`src/hdl/kpscan_pkg.sv`:
```
`timescale 1ns / 1ps
// Package for the keypad scanner with number entry.
// Holds the shared widths, key codes, row codes and the scan phase type.
// No dependencies.
package kpscan_pkg;

   // Entry length and derived digit counter width
   localparam int unsigned MAX_DIGITS      = 2;
   localparam int unsigned DIGIT_CNT_W     = $clog2(MAX_DIGITS + 1);

   // Field and register widths
   localparam int unsigned ROW_W           = 4;
   localparam int unsigned COL_W           = 2;
   localparam int unsigned KEY_W           = 4;
   localparam int unsigned VALUE_W         = 14;
   localparam int unsigned SETTLE_W        = 8;
   localparam int unsigned CSR_DATA_W      = 14;
   localparam int unsigned CSR_INDEX_W     = 1;

   // Register indexes on the csr port
   localparam logic [CSR_INDEX_W-1:0] CSR_SETTLE_TICKS   = 1'd0;
   localparam logic [CSR_INDEX_W-1:0] CSR_SATURATE_LIMIT = 1'd1;

   // Register reset values
   localparam logic [SETTLE_W-1:0] SETTLE_RESET   = 8'd5;
   localparam logic [VALUE_W-1:0]  SATURATE_RESET = 14'd99;

   // Row line patterns (active low)
   localparam logic [ROW_W-1:0] ROWS_IDLE = 4'h F;
   localparam logic [ROW_W-1:0] ROW0_LOW  = 4'h E;
   localparam logic [ROW_W-1:0] ROW1_LOW  = 4'h D;
   localparam logic [ROW_W-1:0] ROW2_LOW  = 4'h B;
   localparam logic [ROW_W-1:0] ROW3_LOW  = 4'h 7;

   // Column numbers
   localparam logic [COL_W-1:0] COL_FIRST = 2'd0;
   localparam logic [COL_W-1:0] COL_LAST  = 2'd2;

   // Key codes
   localparam logic [KEY_W-1:0] KEY_NONE  = 4'd0;
   localparam logic [KEY_W-1:0] KEY_STAR  = 4'd10;
   localparam logic [KEY_W-1:0] KEY_ZERO  = 4'd11;
   localparam logic [KEY_W-1:0] KEY_POUND = 4'd12;

   // Scan phases, one-hot
   typedef enum logic [2:0] {
      PH_SETTLE  = 3'b001,
      PH_CONFIRM = 3'b010,
      PH_RELEASE = 3'b100
   } scan_phase_type;

endpackage

```
`src/hdl/keypad_scan_number_entry.sv`:
```
`timescale 1ns / 1ps
// Keypad scanner, 3 columns by 4 rows, with decimal number entry.
// The result word is registered at the clock edge that takes the tick word.
// Throughput: one tick word per cycle unless req_stall holds it; the state update and the
// times-ten add sit in one combinational pass between the scan state and result registers.
// Reset: synchronous, active high; scan restarts at column 0, entry clears, csr regs reload.
// Depends on kpscan_pkg.
module keypad_scan_number_entry (
   input  logic                               clock,
   input  logic                               reset,
   // tick words in
   input  logic                               req_valid,
   output logic                               req_stall,
   input  logic [kpscan_pkg::ROW_W-1:0]       req_row_pins,
   // result words out
   output logic                               rsp_valid,
   input  logic                               rsp_stall,
   output logic [kpscan_pkg::COL_W-1:0]       rsp_col_drive,
   output logic [kpscan_pkg::KEY_W-1:0]       rsp_key_code,
   output logic                               rsp_entry_done,
   output logic                               rsp_entry_cancelled,
   output logic [kpscan_pkg::VALUE_W-1:0]     rsp_entry_value,
   // configuration writes
   input  logic                               csr_write,
   input  logic [kpscan_pkg::CSR_INDEX_W-1:0] csr_index,
   input  logic [kpscan_pkg::CSR_DATA_W-1:0]  csr_data
);
   import kpscan_pkg::*;

   // configuration registers
   logic [SETTLE_W-1:0]    settle_ticks_ff;
   logic [VALUE_W-1:0]     saturate_limit_ff;

   // scan and entry state
   scan_phase_type         scan_phase_ff, scan_phase_in;
   logic [COL_W-1:0]       scan_column_ff, scan_column_in;
   logic [SETTLE_W-1:0]    wait_count_ff, wait_count_in;
   logic [ROW_W-1:0]       first_sample_ff, first_sample_in;
   logic [DIGIT_CNT_W-1:0] digit_count_ff, digit_count_in;
   logic [VALUE_W-1:0]     running_value_ff, running_value_in;

   // result register
   logic                   rsp_valid_ff, rsp_valid_in;
   logic [COL_W-1:0]       col_drive_ff;
   logic [KEY_W-1:0]       key_code_ff, key_code_in;
   logic                   entry_done_ff, entry_done_in;
   logic                   entry_cancelled_ff, entry_cancelled_in;
   logic [VALUE_W-1:0]     entry_value_ff, entry_value_in;

   logic                   accept;
   logic [SETTLE_W-1:0]    wait_inc;
   logic                   wait_elapsed;
   logic                   first_single;
   logic [1:0]             first_row;
   logic [COL_W-1:0]       next_col;
   logic [KEY_W-1:0]       digit;
   logic [VALUE_W-1:0]     times_ten;

   // handshake: a taken result frees the register in the same cycle
   assign req_stall = rsp_valid_ff & rsp_stall;
   assign accept    = req_valid & ~req_stall;

   // saturating wait counter, compared after the increment
   assign wait_inc     = (wait_count_ff == '1) ? wait_count_ff : wait_count_ff + 1'b1;
   assign wait_elapsed = (wait_inc >= settle_ticks_ff);
   assign next_col     = (scan_column_ff >= COL_LAST) ? COL_FIRST : scan_column_ff + 1'b1;

   // row decode of the first sample
   always_comb begin
      first_single = 1'b1;
      unique case (first_sample_ff)
         ROW0_LOW: first_row = 2'd0;
         ROW1_LOW: first_row = 2'd1;
         ROW2_LOW: first_row = 2'd2;
         ROW3_LOW: first_row = 2'd3;
         default: begin
            first_row    = 2'd0;
            first_single = 1'b0;
         end
      endcase
   end

   // scan sequencer
   always_comb begin
      scan_phase_in   = scan_phase_ff;
      scan_column_in  = scan_column_ff;
      wait_count_in   = wait_count_ff;
      first_sample_in = first_sample_ff;
      key_code_in     = KEY_NONE;
      unique case (scan_phase_ff)
         PH_CONFIRM: begin
            if (!wait_elapsed) begin
               wait_count_in = wait_inc;
            end else if (req_row_pins != ROWS_IDLE && first_single) begin
               scan_phase_in = PH_RELEASE;
               wait_count_in = '0;
            end else begin
               scan_column_in = next_col;
               scan_phase_in  = PH_SETTLE;
               wait_count_in  = '0;
            end
         end
         PH_RELEASE: begin
            if (req_row_pins == ROWS_IDLE) begin
               // key = row*3 + col + 1
               key_code_in    = {1'b0, first_row, 1'b0} + {2'b00, first_row}
                                + {2'b00, scan_column_ff} + 4'd1;
               scan_column_in = COL_FIRST;
               scan_phase_in  = PH_SETTLE;
               wait_count_in  = '0;
            end
         end
         default: begin
            scan_phase_in = PH_SETTLE;
            if (wait_elapsed) begin
               first_sample_in = req_row_pins;
               scan_phase_in   = PH_CONFIRM;
               wait_count_in   = '0;
            end else begin
               wait_count_in = wait_inc;
            end
         end
      endcase
   end

   // number entry: value*10 as two shifts and an add
   assign digit     = (key_code_in == KEY_ZERO) ? KEY_NONE : key_code_in;
   assign times_ten = VALUE_W'({running_value_ff, 3'b000})
                    + VALUE_W'({running_value_ff, 1'b0});

   always_comb begin
      digit_count_in     = digit_count_ff;
      running_value_in   = running_value_ff;
      entry_done_in      = 1'b0;
      entry_cancelled_in = 1'b0;
      entry_value_in     = '0;
      if (key_code_in == KEY_POUND) begin
         entry_done_in = 1'b1;
      end else if (key_code_in == KEY_STAR) begin
         entry_cancelled_in = 1'b1;
         digit_count_in     = '0;
         running_value_in   = '0;
      end else if (key_code_in != KEY_NONE) begin
         if (digit_count_ff >= DIGIT_CNT_W'(MAX_DIGITS)) begin
            entry_done_in = 1'b1;
         end else begin
            running_value_in = times_ten + VALUE_W'(digit);
            digit_count_in   = digit_count_ff + 1'b1;
         end
      end
      if (entry_done_in) begin
         entry_value_in   = (running_value_ff < saturate_limit_ff) ? running_value_ff
                                                                   : saturate_limit_ff;
         digit_count_in   = '0;
         running_value_in = '0;
      end
   end

   // result valid
   always_comb begin
      rsp_valid_in = rsp_valid_ff;
      if (accept) begin
         rsp_valid_in = 1'b1;
      end else if (rsp_valid_ff && !rsp_stall) begin
         rsp_valid_in = 1'b0;
      end
   end

   // control state
   always_ff @(posedge clock) begin
      if (reset) begin
         settle_ticks_ff   <= SETTLE_RESET;
         saturate_limit_ff <= SATURATE_RESET;
         scan_phase_ff     <= PH_SETTLE;
         scan_column_ff    <= COL_FIRST;
         wait_count_ff     <= '0;
         first_sample_ff   <= ROWS_IDLE;
         digit_count_ff    <= '0;
         running_value_ff  <= '0;
         rsp_valid_ff      <= 1'b0;
      end else begin
         rsp_valid_ff <= rsp_valid_in;
         if (csr_write) begin
            unique case (csr_index)
               CSR_SETTLE_TICKS:   settle_ticks_ff   <= csr_data[SETTLE_W-1:0];
               CSR_SATURATE_LIMIT: saturate_limit_ff <= csr_data[VALUE_W-1:0];
               default: ;
            endcase
         end
         if (accept) begin
            scan_phase_ff    <= scan_phase_in;
            scan_column_ff   <= scan_column_in;
            wait_count_ff    <= wait_count_in;
            first_sample_ff  <= first_sample_in;
            digit_count_ff   <= digit_count_in;
            running_value_ff <= running_value_in;
         end
      end
   end

   // result payload
   always_ff @(posedge clock) begin
      if (accept) begin
         col_drive_ff       <= scan_column_ff;
         key_code_ff        <= key_code_in;
         entry_done_ff      <= entry_done_in;
         entry_cancelled_ff <= entry_cancelled_in;
         entry_value_ff     <= entry_value_in;
      end
   end

   assign rsp_valid           = rsp_valid_ff;
   assign rsp_col_drive       = col_drive_ff;
   assign rsp_key_code        = key_code_ff;
   assign rsp_entry_done      = entry_done_ff;
   assign rsp_entry_cancelled = entry_cancelled_ff;
   assign rsp_entry_value     = entry_value_ff;

endmodule
```
`config.mk`:
```
export PLATFORM = sky130hd
export DESIGN_NAME = keypad_scan_number_entry
export DESIGN_NICKNAME = d
export VERILOG_FILES = /design/src/hdl/kpscan_pkg.sv /design/src/hdl/keypad_scan_number_entry.sv
export SDC_FILE = /design/constraint.sdc
export NUM_CORES = 1
export LEC_CHECK = 0
export BUFFER_PORTS_ARGS = -buffer_cell sky130_fd_sc_hd__buf_4
export CORE_MARGIN = 2
export CORE_UTILIZATION = 45
export CTS_BUF_LIST = sky130_fd_sc_hd__clkbuf_4 sky130_fd_sc_hd__clkbuf_8 sky130_fd_sc_hd__clkbuf_16
export CTS_CLUSTER_DIAMETER = 100
export DETAILED_ROUTE_END_ITERATION = 7
export REMOVE_ABC_BUFFERS = 1
export SYNTH_ARGS = -nofsm -noshare
export SYNTH_HDL_FRONTEND = slang
export SYNTH_SLANG_ARGS = --single-unit
```
`constraint.sdc`:
```
create_clock -name clock -period 4.86 [get_ports clock]
set_input_delay 0.729 -clock clock [delete_from_list [all_inputs] [get_ports clock]]
set_output_delay 0.729 -clock clock [all_outputs]
set_load 0.02 [all_outputs]
```
==> results_dict.tcl <==
set metrics [dict create \
    synth_top_flop_cell "dfxtp_1" \
    path_cells "xor2_1 -> and3_1 -> fa_1 -> ha_1 -> inv_1 -> fa_1 -> nand3b_1 -> o21a_1 -> fa_1 -> inv_1 -> fa_1 -> nand2b_1 -> a21oi_2 -> o41ai_1 -> o21ai_1 -> nor4b_2 -> a221o_1" \
    dr.first_iter.drc_count 193 \
    cp-start-kind "flop" \
    cap_violations 0 \
    pre_cts_slack_ns 0.149 \
    power_frac_comb_pct 12.1 \
    timing.final.ws_setup_ns 0.245 \
    synth.ff_latch_count 78 \
    num_io_pins 48 \
    avgSynthCellArea_sq_um 8.70 \
    n_fill_cell 1004 \
    grtUsageTotal_pct 19.5 \
    min_period_over_period_pct 95.0 \
    dieArea_sq_mm 0.0119 \
    p_seq_share_pct 52.2 \
    relSlewSlack_pct 28.5 \
    cts_made_buffers 9 \
    synth_cell_types 61 \
    power_density_mw_per_mm2 241 \
    grt_max_degree 63 \
    p_sw_share_pct 26.3 \
    crit_slowest_cell "fa_1" \
    cp.required_ns 5.11 \
    hold_path_class "reg2reg" \
    internal_power_w 0.00100 \
    clkPwrFrac_pct 35.7 \
    clock_sink_count 78 \
    clk_latency_ns 0.36 \
    slew_violations 0 \
    port_buffers 47 \
    area_delta_synth_final_pct 13.3 \
    vdd_drop_max_uv 130 \
    fin_setup_tns_ns 0 \
    arrival_ns 4.86 \
    die_h_microns 109 \
    final-hold-violation-count 0 \
    finalSetupViolCount 0 \
    hpwl_microns 8110 \
    coreArea_sq_mm 0.0108 \
    die_w_microns 109 \
    totalWireLength_microns 11200 \
    tightestPinTransition_ns 1.06 \
    grt_pass1_wl_microns 18000 \
    async_flop_share_pct 0 \
    antenna-diode-count 0 \
    end_kind "flop" \
    grt-ovfl-total 0 \
    clock.fmax_mhz 217 \
    ant_nets 0 \
    switchingPower_w 0.000356 \
    root_buffer "clkbuf_8" \
    drcViolationCount 0 \
    slowest_delay_ns 0.59 \
    cts_hold_buffers 0 \
    firstDrtPassIters 4 \
    yosysWarnings 0 \
    start_util_pct 45.9 \
    grt_pass1_vias 3684 \
    synth_edf_count 22 \
    vias 4152 \
    cts_tree "done" \
    status "complete, no violations" \
    fin_crit_ns 4.62 \
    place.gp.congestion 0.877 \
    drive_gt1_share_pct 13.0 \
    worstPathMaxFanout 5 \
    fin_nets 686 \
    syn_inst 570 \
    htreeDepth 3 \
    clockBufferDepth 2 \
    skew_ns 0.0106 \
    fp-row-count 38 \
    leakagePower_nw 2.33 \
    wl_per_cell_microns 14.9 \
    netlist_area_sq_mm 0.00496 \
    critPathKind "reg2reg" \
    ys_seq_area_share_pct 35.9 \
    vias_per_cell 5.49 \
    reg2reg_slack_ns 0.24 \
    antenna_found_initial 0 \
    rsz0062_at_grt "false" \
    clk_pin_slew_ns 0.08 \
    crit_top_cell "fa_1" \
]
==> registers in the layout, indices dropped and copies added (netlist names), 2 cells and up <==
signal,count
scan_phase_ff,3
rsp_entry_value,14
rsp_col_drive,2
running_value_ff,14
saturate_limit_ff,14
rsp_key_code,4
settle_ticks_ff,8
wait_count_ff,8
first_sample_ff,4
scan_column_ff,2
digit_count_ff,2
==> critical path: cells and delay by family, from the launching register on <==
| family | cells | cell delay (ns) |
|---|---|---|
| compound gates | 5 | 1.04 |
| buf+inv | 2 | 0.12 |
| simple gates | 4 | 0.62 |
| xor+xnor | 1 | 0.17 |
| fa+ha+maj | 5 | 2.21 |
| flops | 1 | 0.36 |
==> cells in the mapped netlist, types with 4 or more instances <==
library cell | count | area share (%)
nand2_1 | 85 | 6.4
dfxtp_1 | 56 | 23
ha_1 | 47 | 12
nor2_1 | 40 | 3.0
a21oi_1 | 37 | 3.7
inv_1 | 34 | 2.6
o21ai_0 | 31 | 3.1
edfxtp_1 | 22 | 13
nand2b_1 | 22 | 2.8
o21a_1 | 18 | 2.7
a22oi_1 | 15 | 2.3
clkbuf_1 | 15 | 1.1
mux2i_1 | 15 | 3.0
xnor2_1 | 11 | 1.9
nor2b_1 | 10 | 1.3
nand3b_1 | 9 | 1.4
nor3_1 | 8 | 0.81
nand4_1 | 7 | 0.88
a211o_1 | 6 | 1.1
a21o_1 | 6 | 0.91
and3_1 | 5 | 0.63
nand3_1 | 5 | 0.50
a31oi_1 | 4 | 0.50
and2_1 | 4 | 0.50
fa_1 | 4 | 1.6
==> area by class of cell <==
class                      instances  area, sq um  area share [%]
sequential                        78         1780            31.7
clock inverter                     1         5.00          0.0890
clock buffer                      15          188            3.34
inverter                          36          135            2.40
multi-input combinational        436         2960            52.7
tap                              140          175            3.12
timing repair buffer              50          375            6.68
==> final timing paths <==
| path | from | to | cells past startpoint |
|---|---|---|---|
| hold / removal | settle_ticks_ff[7] | settle_ticks_ff[7] | 2 |
| setup / recovery | first_sample_ff[2] | running_value_ff[12] | 17 |
| setup reg to reg | first_sample_ff[2] | running_value_ff[12] | 17 |
| hold reg to reg | settle_ticks_ff[7] | settle_ticks_ff[7] | 2 |
==> power groups by stage <==
| stage | sequential, W | combinational [W] | clock, W |
|---|---|---|---|
| 6_report | 0.000708 | 0.000164 | 0.000484 |
| 5_1_grt | 0.000711 | 0.000185 | 0.000518 |
| 4_1_cts | 0.000708 | 0.000166 | 0.000493 |
| 3_5_place_dp | 0.000723 | 0.000165 | 0 |
| 3_3_place_gp | 0.000722 | 0.000162 | 0 |
| 2_1_floorplan | 0.000730 | 0.0000898 | 0 |
==> kinds of logic after synthesis <==
family / after synthesis / synth area share [%]
XOR/XNOR: 14 / 2.47
flip-flops: 78 / 35.9
AND/OR/NAND/NOR: 215 / 22.3
adder cells (fa/ha/maj): 51 / 13.5
multiplexers: 16 / 3.26
AO/OA/AOI/OAI: 140 / 18.1
buffers and inverters: 56 / 4.44
==> routing by layer <==
layer,global-route usage (%),share of wire (%)
met1,29.5,51
met2,28.1,43
met5,0,0
met4,7.78,1.6
met3,2.33,4.0
==> metrics by stage <==
stage	hold WS, ns	total power [W]	instances	utilization, %	area (sq um)
2_1_floorplan	0.430	0.000820	550	-	4870
3_3_place_gp	0.447	0.000884	740	50.3	5420
3_5_place_dp	0.447	0.000888	740	50.3	5420
4_1_cts	0.458	0.00137	756	52.0	5620
5_1_grt	0.469	0.00141	756	52.1	5620
6_report	0.456	0.00136	756	52.1	5620
==> cells in the final DEF, fill, tap and decap left out, types with 4 or more instances in the layout <==
cell,n
a211o_1,6
a21o_1,6
a21oi_1,36
a22oi_1,15
a31oi_1,4
and2_1,4
and3_1,5
buf_4,50
clkbuf_8,12
dfxtp_1,56
edfxtp_1,22
fa_1,4
ha_1,47
inv_1,34
mux2i_1,15
nand2_1,85
nand2b_1,22
nand3_1,5
nand3b_1,9
nand4_1,7
nor2_1,40
nor2b_1,10
nor3_1,8
o21a_1,18
o21ai_0,30
xnor2_1,11
==> timing repair <==
item                                    in CTS  in global routing
gates resized for setup                      0                  2
endpoints found under the setup margin       0                  1
buffers inserted                             0                  0
No activity file was read; power rests on OpenSTA's default activity.
